[src/hdl/hxb_pkg.sv]
// Package for the hex text to bytes unit.
// Holds the character classes, the queue token, result codes and the queue size.
// No dependencies.
package hxb_pkg;

    // Character classes handed from the front end to the back end
    localparam logic [2:0] CLS_DIGIT = 3'd0;
    localparam logic [2:0] CLS_ZERO  = 3'd1;
    localparam logic [2:0] CLS_X     = 3'd2;
    localparam logic [2:0] CLS_SEP   = 3'd3;
    localparam logic [2:0] CLS_TERM  = 3'd4;
    localparam logic [2:0] CLS_BAD   = 3'd5;

    // Status codes of the final result
    localparam logic [2:0] ST_OK     = 3'd0;
    localparam logic [2:0] ST_BAD    = 3'd1;
    localparam logic [2:0] ST_SPLIT  = 3'd2;
    localparam logic [2:0] ST_ODD    = 3'd3;
    localparam logic [2:0] ST_OVER   = 3'd4;
    localparam logic [2:0] ST_EMPTY  = 3'd5;

    // Result kinds
    localparam logic KIND_BYTE   = 1'b0;
    localparam logic KIND_STATUS = 1'b1;

    // Queue between front and back
    localparam int QUEUE_DEPTH = 2;
    localparam int QPTR_W      = 1;
    localparam int QCNT_W      = 2;

    typedef struct packed {
        logic [2:0] cls;
        logic [3:0] digit;
    } tok_t;

endpackage

[src/hdl/hxb_intf.sv]
// Handshake interfaces of the hex text to bytes unit.
// Character input, result output and capacity register write channels.
// No dependencies.
interface hxb_char_if;
    logic       valid;
    logic       ready;
    logic [7:0] ch;

    modport source (output valid, output ch, input ready);
    modport sink   (input valid, input ch, output ready);
endinterface

interface hxb_res_if;
    logic       valid;
    logic       ready;
    logic       kind;
    logic [7:0] data_byte;
    logic [2:0] status;
    logic [7:0] byte_count;

    modport source (output valid, output kind, output data_byte, output status,
                    output byte_count, input ready);
    modport sink   (input valid, input kind, input data_byte, input status,
                    input byte_count, output ready);
endinterface

interface hxb_cfg_if;
    logic       valid;
    logic       ready;
    logic [7:0] max_bytes;

    modport source (output valid, output max_bytes, input ready);
    modport sink   (input valid, input max_bytes, output ready);
endinterface

[src/hdl/hxb_front.sv]
// Front end: accepts characters and registers their class and digit value.
// Depends on hxb_pkg and hxb_char_if.
module hxb_front
    import hxb_pkg::*;
(
    input  logic          clk,
    input  logic          rst_n,
    hxb_char_if.sink      chars,
    output logic          tok_valid,
    output tok_t          tok,
    input  logic          tok_ready
);

    localparam logic [7:0] CH_NUL   = 8'h00;
    localparam logic [7:0] CH_SPACE = 8'h20;
    localparam logic [7:0] CH_COMMA = 8'h2C;
    localparam logic [7:0] CH_COLON = 8'h3A;
    localparam logic [7:0] CH_DASH  = 8'h2D;
    localparam logic [7:0] CH_UNDER = 8'h5F;
    localparam logic [7:0] CH_0     = 8'h30;
    localparam logic [7:0] CH_9     = 8'h39;
    localparam logic [7:0] CH_LA    = 8'h61;
    localparam logic [7:0] CH_LF    = 8'h66;
    localparam logic [7:0] CH_UA    = 8'h41;
    localparam logic [7:0] CH_UF    = 8'h46;
    localparam logic [7:0] CH_LX    = 8'h78;
    localparam logic [7:0] CH_UX    = 8'h58;
    localparam logic [3:0] LETTER_OFS = 4'd9;

    logic tok_valid_reg;
    logic tok_valid_next;
    tok_t tok_reg;
    tok_t tok_next;
    logic take;

    // Accept when the stage is empty or drains this cycle
    assign chars.ready = !tok_valid_reg || tok_ready;
    assign take        = chars.valid && chars.ready;

    // Classify the incoming character
    always_comb
    begin
        tok_next.cls   = CLS_BAD;
        tok_next.digit = '0;
        if (chars.ch == CH_NUL)
        begin
            tok_next.cls = CLS_TERM;
        end
        else if (chars.ch == CH_SPACE || chars.ch == CH_COMMA || chars.ch == CH_COLON ||
                 chars.ch == CH_DASH || chars.ch == CH_UNDER)
        begin
            tok_next.cls = CLS_SEP;
        end
        else if (chars.ch == CH_0)
        begin
            tok_next.cls = CLS_ZERO;
        end
        else if (chars.ch > CH_0 && chars.ch <= CH_9)
        begin
            tok_next.cls   = CLS_DIGIT;
            tok_next.digit = chars.ch[3:0];
        end
        else if ((chars.ch >= CH_LA && chars.ch <= CH_LF) ||
                 (chars.ch >= CH_UA && chars.ch <= CH_UF))
        begin
            tok_next.cls   = CLS_DIGIT;
            tok_next.digit = chars.ch[3:0] + LETTER_OFS;
        end
        else if (chars.ch == CH_LX || chars.ch == CH_UX)
        begin
            tok_next.cls = CLS_X;
        end
    end

    // Hold the stage valid until the queue takes it
    always_comb
    begin
        tok_valid_next = tok_valid_reg;
        if (take)
        begin
            tok_valid_next = 1'b1;
        end
        else if (tok_ready)
        begin
            tok_valid_next = 1'b0;
        end
    end

    always_ff @(posedge clk or negedge rst_n)
    begin
        if (!rst_n)
        begin
            tok_valid_reg <= 1'b0;
        end
        else
        begin
            tok_valid_reg <= tok_valid_next;
        end
    end

    always_ff @(posedge clk)
    begin
        if (take)
        begin
            tok_reg <= tok_next;
        end
    end

    assign tok_valid = tok_valid_reg;
    assign tok       = tok_reg;

endmodule

[src/hdl/hxb_queue.sv]
// Short token queue between the front end and the back end.
// Depends on hxb_pkg.
module hxb_queue
    import hxb_pkg::*;
(
    input  logic clk,
    input  logic rst_n,
    input  logic push_valid,
    input  tok_t push_tok,
    output logic push_ready,
    output logic pop_valid,
    output tok_t pop_tok,
    input  logic pop_ready
);

    tok_t              entry_reg [QUEUE_DEPTH];
    logic [QPTR_W-1:0] wr_ptr_reg;
    logic [QPTR_W-1:0] wr_ptr_next;
    logic [QPTR_W-1:0] rd_ptr_reg;
    logic [QPTR_W-1:0] rd_ptr_next;
    logic [QCNT_W-1:0] count_reg;
    logic [QCNT_W-1:0] count_next;
    logic              push;
    logic              pop;

    assign push_ready = (count_reg != QCNT_W'(QUEUE_DEPTH));
    assign pop_valid  = (count_reg != '0);
    assign pop_tok    = entry_reg[rd_ptr_reg];
    assign push       = push_valid && push_ready;
    assign pop        = pop_valid && pop_ready;

    // Advance pointers and count
    always_comb
    begin
        wr_ptr_next = push ? wr_ptr_reg + 1'b1 : wr_ptr_reg;
        rd_ptr_next = pop ? rd_ptr_reg + 1'b1 : rd_ptr_reg;
        count_next  = count_reg;
        if (push && !pop)
        begin
            count_next = count_reg + 1'b1;
        end
        else if (pop && !push)
        begin
            count_next = count_reg - 1'b1;
        end
    end

    always_ff @(posedge clk or negedge rst_n)
    begin
        if (!rst_n)
        begin
            wr_ptr_reg <= '0;
            rd_ptr_reg <= '0;
            count_reg  <= '0;
        end
        else
        begin
            wr_ptr_reg <= wr_ptr_next;
            rd_ptr_reg <= rd_ptr_next;
            count_reg  <= count_next;
        end
    end

    // Store pushed tokens
    always_ff @(posedge clk)
    begin
        if (push)
        begin
            entry_reg[wr_ptr_reg] <= push_tok;
        end
    end

endmodule

[src/hdl/hxb_back.sv]
// Back end: pairs nibbles into bytes, tracks errors and count, drives results.
// Holds the capacity register. Depends on hxb_pkg, hxb_res_if and hxb_cfg_if.
module hxb_back
    import hxb_pkg::*;
(
    input  logic     clk,
    input  logic     rst_n,
    input  logic     tok_valid,
    input  tok_t     tok,
    output logic     tok_ready,
    hxb_res_if.source results,
    hxb_cfg_if.sink   cfg
);

    localparam logic [7:0] MAX_BYTES_RESET = 8'd255;

    logic [7:0] max_bytes_reg;
    logic       nibble_held_reg;
    logic       nibble_held_next;
    logic [3:0] high_nibble_reg;
    logic [3:0] high_nibble_next;
    logic       zero_held_reg;
    logic       zero_held_next;
    logic [7:0] bytes_done_reg;
    logic [7:0] bytes_done_next;
    logic [2:0] error_code_reg;
    logic [2:0] error_code_next;

    logic       out_valid_reg;
    logic       out_valid_next;
    logic       kind_reg;
    logic       kind_next;
    logic [7:0] data_byte_reg;
    logic [7:0] data_byte_next;
    logic [2:0] status_reg;
    logic [2:0] status_next;
    logic [7:0] byte_count_reg;
    logic [7:0] byte_count_next;

    logic       take;
    logic       emit;
    logic       nh;
    logic [3:0] hn;

    assign cfg.ready = 1'b1;
    assign tok_ready = !out_valid_reg || results.ready;
    assign take      = tok_valid && tok_ready;

    // Process one token
    always_comb
    begin
        nibble_held_next = nibble_held_reg;
        high_nibble_next = high_nibble_reg;
        zero_held_next   = zero_held_reg;
        bytes_done_next  = bytes_done_reg;
        error_code_next  = error_code_reg;
        emit             = 1'b0;
        kind_next        = KIND_BYTE;
        data_byte_next   = '0;
        status_next      = ST_OK;
        byte_count_next  = bytes_done_reg;
        nh               = nibble_held_reg || zero_held_reg;
        hn               = zero_held_reg ? 4'd0 : high_nibble_reg;

        if (tok.cls == CLS_TERM)
        begin
            emit      = 1'b1;
            kind_next = KIND_STATUS;
            if (error_code_reg != ST_OK)
            begin
                status_next = error_code_reg;
            end
            else if (nibble_held_reg || zero_held_reg)
            begin
                status_next = ST_ODD;
            end
            else if (bytes_done_reg == '0)
            begin
                status_next = ST_EMPTY;
            end
            nibble_held_next = 1'b0;
            high_nibble_next = '0;
            zero_held_next   = 1'b0;
            bytes_done_next  = '0;
            error_code_next  = ST_OK;
        end
        else if (error_code_reg == ST_OK)
        begin
            zero_held_next = 1'b0;
            if (zero_held_reg && tok.cls == CLS_X)
            begin
                // Drop the prefix
                nibble_held_next = nibble_held_reg;
            end
            else
            begin
                nibble_held_next = nh;
                high_nibble_next = hn;
                unique case (tok.cls) inside
                    CLS_SEP:
                    begin
                        if (nh)
                        begin
                            error_code_next = ST_SPLIT;
                        end
                    end
                    CLS_ZERO, CLS_DIGIT:
                    begin
                        if (!nh && tok.cls == CLS_ZERO)
                        begin
                            zero_held_next = 1'b1;
                        end
                        else if (!nh)
                        begin
                            nibble_held_next = 1'b1;
                            high_nibble_next = tok.digit;
                        end
                        else if (bytes_done_reg >= max_bytes_reg)
                        begin
                            error_code_next = ST_OVER;
                        end
                        else
                        begin
                            emit             = 1'b1;
                            data_byte_next   = {hn, tok.digit};
                            bytes_done_next  = bytes_done_reg + 1'b1;
                            byte_count_next  = bytes_done_reg + 1'b1;
                            nibble_held_next = 1'b0;
                            high_nibble_next = '0;
                        end
                    end
                    default:
                    begin
                        error_code_next = ST_BAD;
                    end
                endcase
            end
        end
    end

    // Output register: load on a result, drop once transferred
    always_comb
    begin
        out_valid_next = out_valid_reg;
        if (take && emit)
        begin
            out_valid_next = 1'b1;
        end
        else if (results.ready)
        begin
            out_valid_next = 1'b0;
        end
    end

    always_ff @(posedge clk or negedge rst_n)
    begin
        if (!rst_n)
        begin
            max_bytes_reg   <= MAX_BYTES_RESET;
            nibble_held_reg <= 1'b0;
            high_nibble_reg <= '0;
            zero_held_reg   <= 1'b0;
            bytes_done_reg  <= '0;
            error_code_reg  <= ST_OK;
            out_valid_reg   <= 1'b0;
        end
        else
        begin
            if (cfg.valid)
            begin
                max_bytes_reg <= cfg.max_bytes;
            end
            if (take)
            begin
                nibble_held_reg <= nibble_held_next;
                high_nibble_reg <= high_nibble_next;
                zero_held_reg   <= zero_held_next;
                bytes_done_reg  <= bytes_done_next;
                error_code_reg  <= error_code_next;
            end
            out_valid_reg <= out_valid_next;
        end
    end

    always_ff @(posedge clk)
    begin
        if (take && emit)
        begin
            kind_reg       <= kind_next;
            data_byte_reg  <= data_byte_next;
            status_reg     <= status_next;
            byte_count_reg <= byte_count_next;
        end
    end

    assign results.valid      = out_valid_reg;
    assign results.kind       = kind_reg;
    assign results.data_byte  = data_byte_reg;
    assign results.status     = status_reg;
    assign results.byte_count = byte_count_reg;

endmodule

[src/hdl/hex_text_to_bytes_unit.sv]
// Top level of the hex text to bytes unit.
// Depends on hxb_pkg, the hxb interfaces, hxb_front, hxb_queue and hxb_back.
//
//   channel   dir  payload                              transfer when
//   chars     in   ch[7:0]                              valid && ready
//   results   out  kind, data_byte, status, byte_count  valid && ready
//   cfg       in   max_bytes[7:0]                       valid && ready (ready tied high)
//
// One character per cycle while results.ready holds; a character's token passes the
// front register and the queue before its result is loaded into the output register.
// The back end's nibble and count update is the one loop.
// Reset clears all string state and sets max_bytes to 255; no clearing pass.
// A stalled result fills the two-entry queue and the front register, then chars.ready drops.
module hex_text_to_bytes_unit
    import hxb_pkg::*;
(
    input  logic      clk,
    input  logic      rst_n,
    hxb_char_if.sink  chars,
    hxb_res_if.source results,
    hxb_cfg_if.sink   cfg
);

    logic f_valid;
    tok_t f_tok;
    logic f_ready;
    logic b_valid;
    tok_t b_tok;
    logic b_ready;

    hxb_front u_front (
        .clk       (clk),
        .rst_n     (rst_n),
        .chars     (chars),
        .tok_valid (f_valid),
        .tok       (f_tok),
        .tok_ready (f_ready)
    );

    hxb_queue u_queue (
        .clk        (clk),
        .rst_n      (rst_n),
        .push_valid (f_valid),
        .push_tok   (f_tok),
        .push_ready (f_ready),
        .pop_valid  (b_valid),
        .pop_tok    (b_tok),
        .pop_ready  (b_ready)
    );

    hxb_back u_back (
        .clk       (clk),
        .rst_n     (rst_n),
        .tok_valid (b_valid),
        .tok       (b_tok),
        .tok_ready (b_ready),
        .results   (results),
        .cfg       (cfg)
    );

endmodule

[src/flat_wrapper.sv]
// flat-port wrapper written by rule: the top's interface ports become plain ports
module hex_text_to_bytes_unit_flat import hxb_pkg::*;
  (clk, rst_n, chars_valid, chars_ch, chars_ready, results_valid, results_kind, results_data_byte, results_status, results_byte_count, results_ready, cfg_valid, cfg_max_bytes, cfg_ready);
  hxb_char_if chars_i ();
  hxb_res_if results_i ();
  hxb_cfg_if cfg_i ();
  input  logic clk;
  input  logic rst_n;
  input wire logic [$bits(chars_i.valid)-1:0] chars_valid;
  input wire logic [$bits(chars_i.ch)-1:0] chars_ch;
  output wire logic [$bits(chars_i.ready)-1:0] chars_ready;
  output wire logic [$bits(results_i.valid)-1:0] results_valid;
  output wire logic [$bits(results_i.kind)-1:0] results_kind;
  output wire logic [$bits(results_i.data_byte)-1:0] results_data_byte;
  output wire logic [$bits(results_i.status)-1:0] results_status;
  output wire logic [$bits(results_i.byte_count)-1:0] results_byte_count;
  input wire logic [$bits(results_i.ready)-1:0] results_ready;
  input wire logic [$bits(cfg_i.valid)-1:0] cfg_valid;
  input wire logic [$bits(cfg_i.max_bytes)-1:0] cfg_max_bytes;
  output wire logic [$bits(cfg_i.ready)-1:0] cfg_ready;
  assign chars_i.valid = chars_valid;
  assign chars_i.ch = chars_ch;
  assign chars_ready = chars_i.ready;
  assign results_valid = results_i.valid;
  assign results_kind = results_i.kind;
  assign results_data_byte = results_i.data_byte;
  assign results_status = results_i.status;
  assign results_byte_count = results_i.byte_count;
  assign results_i.ready = results_ready;
  assign cfg_i.valid = cfg_valid;
  assign cfg_i.max_bytes = cfg_max_bytes;
  assign cfg_ready = cfg_i.ready;
  hex_text_to_bytes_unit u_core (.clk(clk), .rst_n(rst_n), .chars(chars_i), .results(results_i), .cfg(cfg_i));
endmodule
[config.mk]
export PLATFORM = sky130hd
export DESIGN_NAME = hex_text_to_bytes_unit_flat
export DESIGN_NICKNAME = d
export VERILOG_FILES = /design/src/hdl/hxb_pkg.sv /design/src/hdl/hxb_intf.sv /design/src/hdl/hxb_front.sv /design/src/hdl/hxb_queue.sv /design/src/hdl/hxb_back.sv /design/src/hdl/hex_text_to_bytes_unit.sv /design/src/flat_wrapper.sv
export SDC_FILE = /design/constraint.sdc
export NUM_CORES = 1
export LEC_CHECK = 0
export BUFFER_PORTS_ARGS = -buffer_cell sky130_fd_sc_hd__buf_2
export CORE_MARGIN = 3
export CORE_UTILIZATION = 63
export CTS_CLUSTER_DIAMETER = 100
export DETAILED_ROUTE_END_ITERATION = 10
export GPL_ROUTABILITY_DRIVEN = 0
export HOLD_SLACK_MARGIN = 0.08
export PLACE_DENSITY_LB_ADDON = 0.08
export SLEW_MARGIN = 10
export SYNTH_ARGS = -nofsm -noshare
export SYNTH_HDL_FRONTEND = slang
export SYNTH_SLANG_ARGS = --single-unit
[constraint.sdc]
create_clock -name clk -period 4.3 [get_ports clk]
set_input_delay 0.215 -clock clk [delete_from_list [all_inputs] [get_ports clk]]
set_output_delay 0.215 -clock clk [all_outputs]
set_load 0.1 [all_outputs]
==> impl_metrics.ini <==
[timing]
fin_tns_setup_ns = 0
worst_clk_skew_ns = 0.00831
finalSetupViolCount = 0
final_period_minus_worst_setup_slack_ns = 2.98
final_hold_viol_count = 0
relSlewSlack_pct = 51.2
worst_pin_slew_ns = 0.731
rsz0062_at_grt = false
post-route-period-util_pct = 69.3
slew_viol_final = 0
maxClockFrequency_ghz = 0.335

[grt]
vias_in_the_first_global_route = 2661
largest_net_degree_at_the_start_of_global_routing = 32
grt_remaining_overflow = 0
grt_first_pass_wirelength_microns = 12300
globalRouteTotalUtil_pct = 22.1
grt_antenna_before_repair = 0

[final_layout]
final.fill_count = 377
final_layout_size_suffix_gt1_share_pct = 20.9
final_nets = 424
num_antenna_cells = 0
flip_flop_count_of_the_largest_register_after_layout = 14
fin_area_sq_um = 4180
syn_to_final_growth_pct = 11.4

[worst_setup_path]
required_ns = 4.27
r2r_setup_slack_ns = 1.32
worst-endpoint-arrival_ns = 2.95
worst-setup-path-type = flop to flop
path_max_fanout = 20
reg2reg_start = u_core.u_back.max_bytes_reg[5]
endpoint_kind = flop
cp-startpoint = u_core.u_back.max_bytes_reg[5]
setup.worst_path.start_class = flop

[cts]
ctsLongestPathBuffers = 2
htree_num_levels = 3
cts_made_buffers = 9
cts_root_buf = sky130_fd_sc_hd__clkbuf_8
worst_skew_pair.late_latency_ns = 0.34
post_cts_resized = 0
clk_pin_slew_worst_paths_ns = 0.07
tritoncts = done
clkSinkCount = 72

[floorplan]
initial_utilization_pct = 66.6
die_y_microns = 83.2
die_width_microns = 83.2
fp.dieArea_sq_um = 6920
placementRows = 27
num_io_pins = 44
core_area_sq_um = 5640

[yosys]
yosys_warnings = 0
synth_seq_cells = 72
edff_count_synth = 41
syn-num-nets = 378
netlist_instances = 341
synth_async_sr_flop_share_pct = 43.1
synth_ff_type = sky130_fd_sc_hd__edfxtp_1
syn-cell-area_sq_um = 3760
seq_area_frac_synth_pct = 53.7
synthesis.area_per_instance_sq_um = 11.0
synth_cell_types = 67

[drt]
first_pass_iters = 6
detail_route.vias_per_cell = 5.92
vias = 2749
wire_per_inst_microns = 15.2
finalWirelength_microns = 7080
dr.first_iter.drc_count = 214
drt.antenna.violating_nets = 0
post_route_drc_violation_count = 0

[pwr]
leakagePower_nw = 1.75
powerDensity_nw_per_um2 = 640
max-vdd-ir-drop_mv = 0.565

[placement]
post-dp-hpwl_microns = 5230
placement.cell_area_sq_um = 3980
numPortBuffers = 42

[run]
cap_violations = 0

[hold_path]
hold_start = cfg_max_bytes[5]
hold_path_class = input port to flop

[run_status]
status = finished, final reports clean
path summary, 6_finish.rpt:
path,to,depth (start not counted)
max,u_core.u_back.results.data_byte[5],8
min,u_core.u_back.max_bytes_reg[5],3
max reg2reg,u_core.u_back.results.data_byte[5],8
min reg2reg,u_core.u_queue.entry_reg[0][1],0
max in group asynchronous,u_core.u_back.high_nibble_reg[2],2
min in group asynchronous,u_core.u_back.bytes_done_reg[7],2
area by class of cell:
| cell class | count | area (sq um) | share of cell area, % |
|---|---|---|---|
| clock buffers | 13 | 149 | 3.56 |
| flip-flops and latches | 72 | 2020 | 48.2 |
| clock inverters | 3 | 11.3 | 0.269 |
| well taps | 72 | 90.1 | 2.15 |
| repair buffers | 46 | 250 | 5.98 |
| multi-input cells | 238 | 1590 | 38.0 |
| inverters | 20 | 75.1 | 1.79 |
cells in the mapped netlist, drive strengths merged, types with 2 or more instances:
cell	count	area, sq um
nor4	2	12.5
nor4b	2	17.5
nand2b	7	43.8
a32oi	2	25.0
and3	11	68.8
mux2	5	63.8
ha	16	200
o21ai	20	108
nor3b	3	22.5
a21oi	15	82.6
or3	4	25.0
o211ai	2	15.0
o311ai	2	17.5
xor2	5	43.8
edfxtp	41	1230
nand2	33	126
inv	19	71.3
o31ai	2	15.0
o211a	2	20.0
nor2b	5	31.3
mux2i	6	60.1
buf	8	61.3
a22oi	2	15.0
a31o	2	17.5
and3b	2	17.5
nor3	15	90.1
o22ai	2	12.5
xnor2	9	78.8
nand3	9	50.1
clkbuf	3	11.3
dfstp	8	210
a31oi	2	12.5
nand4	4	40.0
dfrtp	23	576
nor2	30	115
metrics by stage:
stage,util (%),power (mW),worst slack [ns],hold WS (ns),std cells
2_1_floorplan,-,2.03,1.73,-0.0806,341
3_3_place_gp,70.6,2.20,1.46,0.312,444
3_5_place_dp,70.6,2.23,1.34,0.320,444
4_1_cts,74.2,2.68,1.32,0.0836,464
5_1_grt,74.2,2.83,1.11,0.104,464
6_report,74.2,2.68,1.32,0.0913,464
metal layers:
metal	up-vias	track usage, %	routed length [microns]
li1	1329	-	-
met2	106	33.7	3250
met5	-	0	0
met4	0	11.0	151
met3	13	3.47	449
met1	1301	30.8	3220
placed cells by master (no fill, tap or decap), types with 9 or more instances in the layout:
master and n:
sky130_fd_sc_hd__ha_1 16, sky130_fd_sc_hd__inv_1 18, sky130_fd_sc_hd__o21ai_0 14, sky130_fd_sc_hd__a21oi_1 13, sky130_fd_sc_hd__nor2_1 29, sky130_fd_sc_hd__buf_2 42
sky130_fd_sc_hd__nor3_1 12, sky130_fd_sc_hd__and3_1 11, sky130_fd_sc_hd__nand2_1 32, sky130_fd_sc_hd__xnor2_1 9, sky130_fd_sc_hd__edfxtp_1 41, sky130_fd_sc_hd__dfrtp_1 23
sky130_fd_sc_hd__clkbuf_8 10
power breakdown:
part / switching, mW / internal, mW
logic: 0.772 / 0.347
clock network: 0.225 / 0.220
registers: 0.166 / 0.948
total: 1.16 / 1.52
what timing repair did:
action	in CTS	in global routing
setup buffers	0	0
hold buffers	4	0
hold endpoints to repair	26	0
cell families (layout without fill, tap and decap cells):
| kind of cell | after synthesis | count (layout) | share of synthesized area, % |
|---|---|---|---|
| AOI/OAI and AO/OA | 63 | 63 | 11.5 |
| xor gates and xnor gates | 14 | 14 | 3.26 |
| and+or+nand+nor | 133 | 133 | 18.9 |
| muxes | 11 | 11 | 3.30 |
| other | 1 | 1 | 0.0998 |
| adders and majority gates | 16 | 16 | 5.33 |
| buffers and inverters | 31 | 82 | 3.93 |
| DFF | 72 | 72 | 53.7 |
worst max-delay path: stages, from the launching register on:
cell and delay [ns]:
sky130_fd_sc_hd__dfstp_2 0.51, sky130_fd_sc_hd__inv_1 0.04, sky130_fd_sc_hd__ha_1 0.30, sky130_fd_sc_hd__a211oi_1 0.21
sky130_fd_sc_hd__nor2_1 0.10, sky130_fd_sc_hd__nor3_2 0.24, sky130_fd_sc_hd__and3_1 0.42, sky130_fd_sc_hd__o21ai_1 0.19
sky130_fd_sc_hd__inv_1 0.59
Note: power is estimated with default switching activity, not from simulation.
